`config.mk`:
```
export PLATFORM = sky130hd
export DESIGN_NAME = cyclic_partial_sum_sequencing_check
export DESIGN_NICKNAME = d
export VERILOG_FILES = /design/src/rtl/cpsc_pkg.sv /design/src/rtl/cyclic_partial_sum_sequencing_check.sv
export VERILOG_INCLUDE_DIRS = /design/src /design/src/rtl
export SDC_FILE = /design/constraint.sdc
export NUM_CORES = 1
export LEC_CHECK = 0
export ABC_AREA = 1
export BUFFER_PORTS_ARGS = -buffer_cell sky130_fd_sc_hd__buf_4
export CORE_MARGIN = 1
export CORE_UTILIZATION = 61
export CTS_BUF_LIST = sky130_fd_sc_hd__clkbuf_8
export DETAILED_ROUTE_END_ITERATION = 6
export GPL_TIMING_DRIVEN = 0
export PLACE_DENSITY = 0.9
export SYNTH_ARGS = -nofsm -noshare
export SYNTH_HDL_FRONTEND = slang
export SYNTH_SLANG_ARGS = --single-unit
```
`constraint.sdc`:
```
create_clock -name clk -period 5.4 [get_ports clk]
set_input_delay 1.62 -clock clk [delete_from_list [all_inputs] [get_ports clk]]
set_output_delay 1.62 -clock clk [all_outputs]
set_load 0.02 [all_outputs]
```
`src/rtl/assert_macros.svh`:
```
// assertion helpers shared by the rtl
// both macros expect clk in scope; ASSERT_CLKD also expects rst_n
`ifndef ASSERT_MACROS_SVH
`define ASSERT_MACROS_SVH

`ifndef NO_ASSERTIONS

// property checked on every clock edge outside reset
`define ASSERT_CLKD(label, prop, msg) \
  label: assert property (@(posedge clk) disable iff (!rst_n) (prop)) else $error(msg);

// property checked on every clock edge, reset included
`define ASSERT_ALWAYS(label, prop, msg) \
  label: assert property (@(posedge clk) (prop)) else $error(msg);

`else

`define ASSERT_CLKD(label, prop, msg)
`define ASSERT_ALWAYS(label, prop, msg)

`endif

`endif

```
`src/rtl/cpsc_pkg.sv`:
```
package cpsc_pkg;

  // fixed field widths
  localparam int ELEM_W = 6;
  localparam int MOD_W  = 7;

  // working width for modulus compares and sums, covers every legal MAX_MODULUS
  localparam int CMP_W = 9;

  // config port
  localparam int APB_AW = 3;
  localparam int APB_DW = 32;

  // register indexes
  typedef enum logic [0:0] {
    REG_MODULUS = 1'b0
  } cpsc_reg_t;

  localparam logic [MOD_W-1:0] MODULUS_RESET = 7'd8;

endpackage

```
`src/rtl/cyclic_partial_sum_sequencing_check.sv`:
```
// Checks candidate orderings of the nonzero residues mod n, one element per
// transaction; an ordering is n-1 elements long, with n taken from the modulus
// register and saturated to 2..MAX_MODULUS. An ordering fails when a partial
// sum is zero, repeats, or equals floor(n/2) before the last element; an
// element not below n fails it and sets bad_element. After the last element one
// verdict transaction is produced and the per-ordering state is cleared. The
// block takes one element every cycle: an element is registered at the input,
// then combinational logic (modular add, one bitmap bit test) updates the
// running sum and bitmap and, on the last element, loads the result register.
// The last element of an ordering passes the input register and then loads the
// result register, which holds the verdict. The input stalls only when a last
// element finds the previous verdict still held by a stalled output. Write the
// modulus only while no element is held in the input register; an ordering in
// progress keeps its sum, bitmap and position and ends at the first element
// whose position is n-2 or more under the new n.
`include "assert_macros.svh"

module cyclic_partial_sum_sequencing_check
  import cpsc_pkg::*;
#(
  parameter int MAX_MODULUS = 64
) (
  input  logic              clk,
  input  logic              rst_n,
  // element stream
  input  logic              in_valid,
  output logic              in_stall,
  input  logic [ELEM_W-1:0] in_element,
  // verdict stream
  output logic              out_valid,
  input  logic              out_stall,
  output logic              out_constructive,
  output logic              out_bad_element,
  // config port
  input  logic              cfg_psel,
  input  logic              cfg_penable,
  input  logic              cfg_pwrite,
  input  logic [APB_AW-1:0] cfg_paddr,
  input  logic [APB_DW-1:0] cfg_pwdata,
  output logic [APB_DW-1:0] cfg_prdata,
  output logic              cfg_pready
);

  localparam int SUM_W = (MAX_MODULUS > 2) ? $clog2(MAX_MODULUS) : 1;
  localparam int POS_W = SUM_W;
  localparam logic [CMP_W-1:0] MAX_N = CMP_W'(MAX_MODULUS);
  localparam logic [CMP_W-1:0] MIN_N = CMP_W'(2);

  // config register
  logic [MOD_W-1:0] modulus_r;
  logic             cfg_wr;
  cpsc_reg_t        cfg_idx;

  assign cfg_pready = 1'b1;
  assign cfg_idx    = cpsc_reg_t'(cfg_paddr[APB_AW-1]);
  assign cfg_wr     = cfg_psel && cfg_penable && cfg_pwrite && cfg_pready;

  always_ff @(posedge clk) begin
    if (!rst_n) begin
      modulus_r <= MODULUS_RESET;
    end else if (cfg_wr && (cfg_idx == REG_MODULUS)) begin
      modulus_r <= cfg_pwdata[MOD_W-1:0];
    end
  end

  always_comb begin
    unique case (cfg_idx)
      REG_MODULUS: cfg_prdata = APB_DW'(modulus_r);
      default:     cfg_prdata = '0;
    endcase
  end

  // input register
  logic              s1_valid_r;
  logic [ELEM_W-1:0] s1_elem_r;
  logic              in_accept;
  logic              advance;

  assign in_stall  = s1_valid_r && !advance;
  assign in_accept = in_valid && !in_stall;

  always_ff @(posedge clk) begin
    if (!rst_n) begin
      s1_valid_r <= 1'b0;
    end else if (in_accept) begin
      s1_valid_r <= 1'b1;
    end else if (advance) begin
      s1_valid_r <= 1'b0;
    end
  end

  always_ff @(posedge clk) begin
    if (in_accept) begin
      s1_elem_r <= in_element;
    end
  end

  // per-ordering state
  logic [SUM_W-1:0]       sum_r,  sum_nxt;
  logic [MAX_MODULUS-1:0] seen_r, seen_nxt;
  logic [POS_W-1:0]       pos_r,  pos_nxt;
  logic                   rej_r,  rej_nxt;
  logic                   oor_r,  oor_nxt;

  // effective modulus and derived limits
  logic [CMP_W-1:0] mod_ext;
  logic [CMP_W-1:0] n_eff;
  logic [CMP_W-1:0] n_half;
  logic             last;

  assign mod_ext = CMP_W'(modulus_r);
  assign n_eff   = (mod_ext < MIN_N) ? MIN_N : ((mod_ext > MAX_N) ? MAX_N : mod_ext);
  assign n_half  = n_eff >> 1;
  assign last    = CMP_W'(pos_r) >= (n_eff - MIN_N);

  // modular add and bitmap test
  logic [CMP_W-1:0] elem_ext;
  logic [CMP_W-1:0] sum_raw;
  logic [CMP_W-1:0] sum_mod;
  logic [SUM_W-1:0] sum_idx;
  logic             out_free;
  logic             verdict_load;
  logic             rej_item;
  logic             oor_item;

  assign elem_ext = CMP_W'(s1_elem_r);
  assign sum_raw  = CMP_W'(sum_r) + elem_ext;
  assign sum_mod  = (sum_raw >= n_eff) ? (sum_raw - n_eff) : sum_raw;
  assign sum_idx  = sum_mod[SUM_W-1:0];

  assign out_free     = !out_valid || !out_stall;
  assign advance      = s1_valid_r && (!last || out_free);
  assign verdict_load = advance && last;

  always_comb begin
    sum_nxt  = sum_r;
    seen_nxt = seen_r;
    pos_nxt  = pos_r;
    rej_item = rej_r;
    oor_item = oor_r;
    if (elem_ext >= n_eff) begin
      oor_item = 1'b1;
      rej_item = 1'b1;
    end else begin
      sum_nxt = sum_idx;
      if ((sum_mod == '0) || seen_r[sum_idx] || ((sum_mod == n_half) && !last)) begin
        rej_item = 1'b1;
      end else begin
        seen_nxt[sum_idx] = 1'b1;
      end
    end
    rej_nxt = rej_item;
    oor_nxt = oor_item;
    if (last) begin
      // verdict issued, start a fresh ordering
      sum_nxt  = '0;
      seen_nxt = '0;
      pos_nxt  = '0;
      rej_nxt  = 1'b0;
      oor_nxt  = 1'b0;
    end else begin
      pos_nxt = pos_r + POS_W'(1);
    end
  end

  always_ff @(posedge clk) begin
    if (!rst_n) begin
      sum_r  <= '0;
      seen_r <= '0;
      pos_r  <= '0;
      rej_r  <= 1'b0;
      oor_r  <= 1'b0;
    end else if (advance) begin
      sum_r  <= sum_nxt;
      seen_r <= seen_nxt;
      pos_r  <= pos_nxt;
      rej_r  <= rej_nxt;
      oor_r  <= oor_nxt;
    end
  end

  // result register
  logic out_valid_r;
  logic out_constructive_r;
  logic out_bad_element_r;

  always_ff @(posedge clk) begin
    if (!rst_n) begin
      out_valid_r <= 1'b0;
    end else if (verdict_load) begin
      out_valid_r <= 1'b1;
    end else if (!out_stall) begin
      out_valid_r <= 1'b0;
    end
  end

  always_ff @(posedge clk) begin
    if (verdict_load) begin
      out_constructive_r <= !rej_item;
      out_bad_element_r  <= oor_item;
    end
  end

  assign out_valid        = out_valid_r;
  assign out_constructive = out_constructive_r;
  assign out_bad_element  = out_bad_element_r;

  // checks
  `ASSERT_CLKD(a_stall_needs_item, in_stall |-> s1_valid_r, "input stalled with empty stage")
  `ASSERT_CLKD(a_no_overwrite, verdict_load |-> out_free, "verdict overwrote a pending one")
  `ASSERT_CLKD(a_clear_after_verdict,
               verdict_load |=> (pos_r == '0) && (seen_r == '0) && !rej_r && !oor_r,
               "state not cleared after verdict")
  `ASSERT_CLKD(a_zero_never_seen, !seen_r[0], "zero partial sum recorded in bitmap")

endmodule
```
Word level (Yosys, flattened, before mapping)

Index checks and enable logic that the tools add are counted.

Register bits after elaboration: 95
Output and inout port bits: 37

Add/subtract/negate cells: 4
$lt $le $gt $ge: 7
Equal/unequal tests: 4
Multiplexer cells: 23
Bitwise gates (word level): 2
Reduce and logical (&&, ||, !) cells: 23

Operators with widths:

| kind                  | count |
|---|---|
| $mux W64              | 3 |
| $or A64 B64 Y64       | 1 |
| $mux W7               | 3 |
| $mux W6               | 3 |
| $mux W1               | 11 |
| $eq A9 B6 Y1          | 1 |
| $ge A6 B9 Y1          | 1 |
| $logic_and A1 B1 Y1   | 9 |
| $logic_not A9 Y1      | 1 |
| $mux W9               | 1 |
| $sub A7 B2 Y8 const B | 1 |
| $sub A7 B7 Y8         | 1 |
| $add A6 B6 Y7         | 1 |
| $ge A6 B7 Y1          | 1 |
| $ge A7 B7 Y1          | 1 |
| $gt A7 B7 Y1 const B  | 1 |
| $lt A6 B7 Y1 const B  | 1 |
| $lt A7 B2 Y1 const B  | 1 |
| $add A6 B1 Y6 const B | 1 |
| $bmux W1 S6           | 1 |
| $demux W1 S6          | 1 |
| $ge A6 B1 Y1 const B  | 1 |
| $logic_not A1 Y1      | 6 |
| $logic_or A1 B1 Y1    | 4 |
| 6 further kinds       | 7 |

Longest topological paths before layout

Gate-level depths: netlist of the first run.

Depth in word-level cells: 13
Gate-level depth with buffers: 34

Worst setup path before layout of the first run

No wires, ideal clock.

Path type: flip-flop to output port
From: register modulus_r[3]
To: output in_stall
Arrival: 2.467 ns
Required time: 3.780 ns
Slack: 1.313 ns
Stages on the path, launching flop included: 18
Path buffers: 0
Cell sequence: dfxtp_1 inv_1 nand2_1 nor3_1 nand3_1 nand2_1 nand2_1 nand2_1 inv_1 ha_1 xnor2_1 ha_1 nand2_1 o21ai_0 nand3_1 nand4_1 nand3_1 nor2_1

Cells in the longest elaborated chain, start to end: 10
Elaborated cells on any way between the ends: 11
Classes of those cells: add/sub: 1; order compare: 3; mux: 2; reduce/logical: 5

RTL lines:

| what                   | line                                       | text |
|---|---|---|
| start, declared        | cyclic_partial_sum_sequencing_check.sv:50  | `logic [MOD_W-1:0] modulus_r;` |
| start signal, assigned | cyclic_partial_sum_sequencing_check.sv:62  | `modulus_r <= cfg_pwdata[MOD_W-1:0];` |
| $gt A7 B7 Y1           | cyclic_partial_sum_sequencing_check.sv:112 | `assign n_eff = (mod_ext < MIN_N) ? MIN_N : ((mod_ext > MAX_N) ? MAX_N : mod_ext);` |
| $mux W7                | cyclic_partial_sum_sequencing_check.sv:112 |  |
| $mux W7 *              | cyclic_partial_sum_sequencing_check.sv:112 |  |
| $sub A7 B2 Y8 *        | cyclic_partial_sum_sequencing_check.sv:114 | `assign last = CMP_W'(pos_r) >= (n_eff - MIN_N);` |
| $ge A6 B9 Y1 *         | cyclic_partial_sum_sequencing_check.sv:114 |  |
| $logic_not A1 Y1 *     | cyclic_partial_sum_sequencing_check.sv:132 | `assign advance = s1_valid_r && (!last \|\| out_free);` |
| $logic_or A1 B1 Y1 *   | cyclic_partial_sum_sequencing_check.sv:132 |  |
| $logic_and A1 B1 Y1 *  | cyclic_partial_sum_sequencing_check.sv:132 |  |
| $logic_not A1 Y1 *     | cyclic_partial_sum_sequencing_check.sv:79  | `assign in_stall = s1_valid_r && !advance;` |
| $logic_and A1 B1 Y1 *  | cyclic_partial_sum_sequencing_check.sv:79  |  |
| end, declared          | cyclic_partial_sum_sequencing_check.sv:27  | `output logic in_stall,` |

Mark *: on every way between the ends. The rest lies on a longest branch, timed or not.

Final worst setup path of the first run

Ends and elaborated chain as after synthesis.

==> results of run 1 <==
## report_power, final
group / switching [W] / leakage, nW / total [W] / internal (W)
logic: 0.000924 / 2.19 / 0.00136 / 0.000433
clock network: 0.000260 / 0.123 / 0.000548 / 0.000287
registers: 0.00000972 / 0.779 / 0.000738 / 0.000728
## cell families after synthesis
group	after synthesis
simple gates	471
buf+inv	198
compound gates	124
flops	95
fa+ha+maj	28
xor+xnor	7
other cells	2
## layout make-up
cell class              count  area [µm²]  share of cell area, %
repair buffers             29         218                   2.94
clock buffers              11         151                   2.04
inverters                 136         510                   6.90
plain buffers              62         482                   6.51
well taps                 136         170                   2.30
clock inverters             5        80.1                   1.08
flip-flops and latches     95        1980                   26.8
multi-input cells         656        3810                   51.5
## sequential cells by signal (all words and copies together) (netlist names)
name,cells
rej_r,1
s1_elem_r,6
s1_valid_r,1
modulus_r,7
out_bad_element,1
seen_r,64
pos_r,6
out_valid,1
sum_r,6
oor_r,1
out_constructive,1
## layer usage
layer  GRT usage (%)  vias to the layer above  wire, µm
met5               0                        -         0
met4            12.5                        0       510
met3            5.11                       55      1460
met2            48.6                      307      7550
met1            39.0                     2819      6860
li1                -                     3017         -
## synthesized netlist by cell type, types with 8 or more instances
library cell / n
o21ai_0: 11
clkbuf_1: 14
buf_4: 32
nand3_1: 57
a21oi_2: 56
nor2_1: 107
o211ai_1: 9
edfxtp_1: 8
inv_1: 132
nand3_2: 64
dfxtp_1: 87
a21oi_1: 38
nand2_1: 209
ha_1: 26
## how the worst max path moves through the flow
stage	endpoint	slack, ns	cells past startpoint
floorplan	in_stall	1.31	17
global placement	in_stall	0.85	16
detailed placement	seen_r[62]	0.80	21
CTS	in_stall	0.40	16
global route	in_stall	0.10	18
finish	in_stall	0.39	18
## per-stage QoR
step / area [µm²] / power [W] / hold WS (ns)
2_1_floorplan: 6780 / 0.00178 / 0.430
3_3_place_gp: 7170 / 0.00205 / 0.438
3_5_place_dp: 7170 / 0.00207 / 0.448
4_1_cts: 7400 / 0.00261 / 0.464
5_1_grt: 7400 / 0.00277 / 0.481
6_report: 7400 / 0.00264 / 0.463
## critical path, cell delays in order (launching register included)
cell     delay [ns]
dfxtp_1        0.31
inv_1          0.11
nand2_1        0.11
nor3_1         0.13
nand3_1        0.09
nand2_1        0.09
nand2_1        0.05
nand2_1        0.24
inv_1          0.18
ha_1           0.26
xnor2_1        0.15
ha_1           0.30
nand2_1        0.06
o21ai_0        0.16
nand3_1        0.09
nand4_1        0.24
nand3_1        0.14
nor2_1         0.14
buf_4          0.16
==> metrics.txt, run 1 <==
cell row count=37; status=complete, no violations; Mapped Area=0.00669 mm²; die width=107 µm; Synth Area in Compound Gates=13.1%; GPL Wtd Cong=0.891; IO Port Bufs=29; static leakage=3.09 nW; CTS Hold Bufs=0; RSZ-0062 raised after global routing=no; I/O pin count=85; Ant. Diodes=0; min-delay worst type=flop to flop; Fmax achieved=0.199 GHz; Max Cap Viol=0; worst slew pin tran=0.754 ns; initial antenna violation count=0; Synth cell types=44; largest cells by area after synthesis=dfxtp_1, nand2_1, nand3_2; peak supply drop=345 µV; Worst R2R Path Depth=23; commonest non-fill, non-tap cell in the layout=nand2_1; clock buffer depth=2; Worst R2R Setup Slack=0.66 ns; final std cells w/o fill=1130; fillers=826; skew final=0.0111 ns; worst skew pair latency=0.37 ns; worst hold path endpoint=seen_r[16]; Synth async-reset ratio=0%; worst r2r src=modulus_r[3]; fin crit period=5.01 ns; Max transition margin=49.7%; # setup viols final=0; DR pass1 iterations=5; Post-CTS Setup Bufs=0; crit path DAT=3.39 ns; Syn Area/Cell=7.24 µm²; Startpoint Class=flop; largest family of logic cells by synthesized area=simple AND/OR/NAND/NOR gates; GRT Residual Overflow=0; pre-CTS WS=0.800 ns; DR iter-0 viols=617; TNS Setup=0 ns; clk root buf=clkbuf_8; CTS Buf Count=9; Worst Hold Depth=2; Slew Limit Fails=0; vias in the first global route=5846; Synth Flop Type=dfxtp_1; clock sinks=95; Placed Cells incl. Taps=1114; Yosys top cell by area=dfxtp_1; DR vias/cell=5.48; Routed WL=16400 µm; first-pass GRT wire length=27200 µm; Synth Area in XOR/XNOR=0.916%; fin crit share=92.8%; share of Yosys cell area claimed by the top area cell type=26.0%; worst path required time=3.78 ns; pin count of the biggest net entering global routing=16; number of synthesized flops with an enable pin=8; Resized Gates After CTS=0; Core Footprint=0.0105 mm²; most frequent cells in the layout=nand2_1, inv_1, nor2_1; CP max FO=5; setup ws final=0.387 ns; Setup crit start=modulus_r[3]; CTS HTree Levels=3; ANT nets after route=0; # nets final=1065; via count=6198; Die Ht=107 µm; GRT Resource Usage Total=29.9%; Adder-Cell Fraction of Synth Area=5.46%; Worst setup EP type=primary output; Post-DP HPWL=11800 µm; mux contribution to synthesized area=0%; initial core utilization=64.0%; Clock transition at path regs=0.10 ns; final hold vios=0; die area=0.0114 mm²; WS Path Type=flop to primary output; hold path start=seen_r[16]; worst r2r dst=seen_r[62]; Remaining DRCs=0; post-synthesis sequential area ratio=29.6%; fin util=70.8%; pwr dens=357 mW/mm²; CTS tree=yes; #FFs+latches synth=95; DR WL/cell=14.5 µm; Post-Synth Simple-Gate Area=36.0%; share of layout cells above drive strength 1=23.5%; Synth Instances=925; synthesis warning total=0; Area growth syn-to-layout=10.6%
No activity file was read; power rests on OpenSTA's default activity.
==> inputs of run 2 (changes only) <==
Settings changed: CORE_UTILIZATION 61 to 59, CTS_BUF_LIST sky130_fd_sc_hd__clkbuf_8 to sky130_fd_sc_hd__clkbuf_16, PLACE_DENSITY 0.9 to 0.88.
==> metrics.txt, run 2 (synthesis gave the netlist of run 1 again) <==
Slew Limit Fails=0; min-delay worst type=flop to flop; Seq. cell area=0.00198 mm²; Max transition margin=53.3%; Ant. Diodes=0; Remaining DRCs=0; clock sinks=95; worst slew pin tran=0.700 ns; Crit path max-delay family=simple AND/OR/NAND/NOR gates; skew final=0.00959 ns; peak supply drop=293 µV; setup ws final=0.436 ns; fin crit period=4.96 ns; initial antenna violation count=0; initial core utilization=61.2%; largest registers=seen_r (64), modulus_r (7); first-pass GRT wire length=26700 µm; Worst setup EP type=primary output; final hold vios=0; die area=0.0118 mm²; GPL Wtd Cong=0.915; CTS Hold Bufs=0; fillers=921; pin count of the biggest net entering global routing=16; via count=6078; vias in the first global route=5829; DR WL/cell=14.3 µm; Max Cap Viol=0; TNS Setup=0 ns; worst stage delay on the critical path=0.30 ns; clk root buf=clkbuf_16; ANT nets after route=0; Placed Area=0.00718 mm²; static leakage=3.10 nW; crit path DAT=3.34 ns; DR iter-0 viols=399; status=complete, no violations; CTS HTree Levels=3; Routed WL=16200 µm; Resized Gates After CTS=0; total power=0.00269 W; CP Buf/Inv Count=3; clock buffer depth=2; critical path, cell by cell=inv_1 > nand2_1 > nor3_1 > nand3_1 > nand2_1 > inv_1 > ha_1 > xnor2_1 > ha_1 > nand2_1 > o21ai_0 > nand3_1 > nand4_1 > nand3_1 > nor2_1 > buf_4; Area growth syn-to-layout=11.2%; fin crit share=91.9%; CTS tree=yes; worst path required time=3.78 ns; number of flip-flops in the largest register=64; GRT Resource Usage Total=29.0%; hold path start=seen_r[6]; Startpoint Class=flop; slowest CP cell=dfxtp_1; Core Footprint=0.0109 mm²; Setup crit start=modulus_r[3]; Post-CTS Setup Bufs=0; commonest non-fill, non-tap cell in the layout=nand2_1; # nets final=1065; die width=109 µm; largest reg by FF count=seen_r; DR vias/cell=5.36; pwr dens=361 mW/mm²; worst r2r src=modulus_r[3]; RSZ-0062 raised after global routing=no; share of layout cells above drive strength 1=23.3%; DR pass1 iterations=5; WS Path Type=flop to primary output; worst skew pair latency=0.35 ns; IO Port Bufs=29; I/O pin count=85; Post-DP HPWL=11500 µm; CP max FO=5; most frequent cells in the layout=nand2_1, inv_1, nor2_1; Clock transition at path regs=0.06 ns; Fmax achieved=0.201 GHz; pre-CTS WS=0.816 ns; multi-input logic area=0.00381 mm²; # setup viols final=0; Hold WS=0.452 ns; Die Ht=109 µm; cell row count=38; CTS Buf Count=9; GRT Residual Overflow=0; design area=0.00744 mm²
run 2: through the flow:
step                      utilization, %  std cells
after floorplan                        -        949
after global placement              65.6       1118
after detailed placement            65.6       1118
after CTS                           68.1       1134
after global routing                68.1       1134
final                               68.1       1134
run 2: power by group:
| part | total (W) | internal [W] | switching, W |
|---|---|---|---|
| Clock | 0.000594 | 0.000310 | 0.000285 |
| Sequential | 0.000738 | 0.000728 | 0.00000967 |
| Combinational | 0.00136 | 0.000433 | 0.000925 |
run 2: worst paths after layout:
check	end	slack [ns]	cells after the start
worst max-delay path	in_stall	0.44	16
worst min-delay path	seen_r[6]	0.45	2
worst max register to register	seen_r[62]	0.77	21
worst min register to register	seen_r[6]	0.45	2
run 2: tightest hold or removal path, cell delays in order, from the launching register on:
cell     delay, ns
dfxtp_1       0.31
inv_1         0.05
a21oi_1       0.05
run 2: area by class of cell:
type / count / share of cell area [%]
Clock inverter: 7 / 0.555
Sequential cell: 95 / 26.6
Timing Repair Buffer: 29 / 2.92
Multi-Input combinational cell: 656 / 51.2
Clock buffer: 9 / 3.03
Inverter: 136 / 6.86
Tap cell: 140 / 2.35
Buffer: 62 / 6.47
run 2: routing by layer:
layer	part of all wire, %	vias to the layer above	track usage, %
met1	43	2788	37.5
met4	2.4	0	13.2
li1	-	3012	-
met5	0	-	0
met2	46	241	46.9
met3	8.1	37	5.18
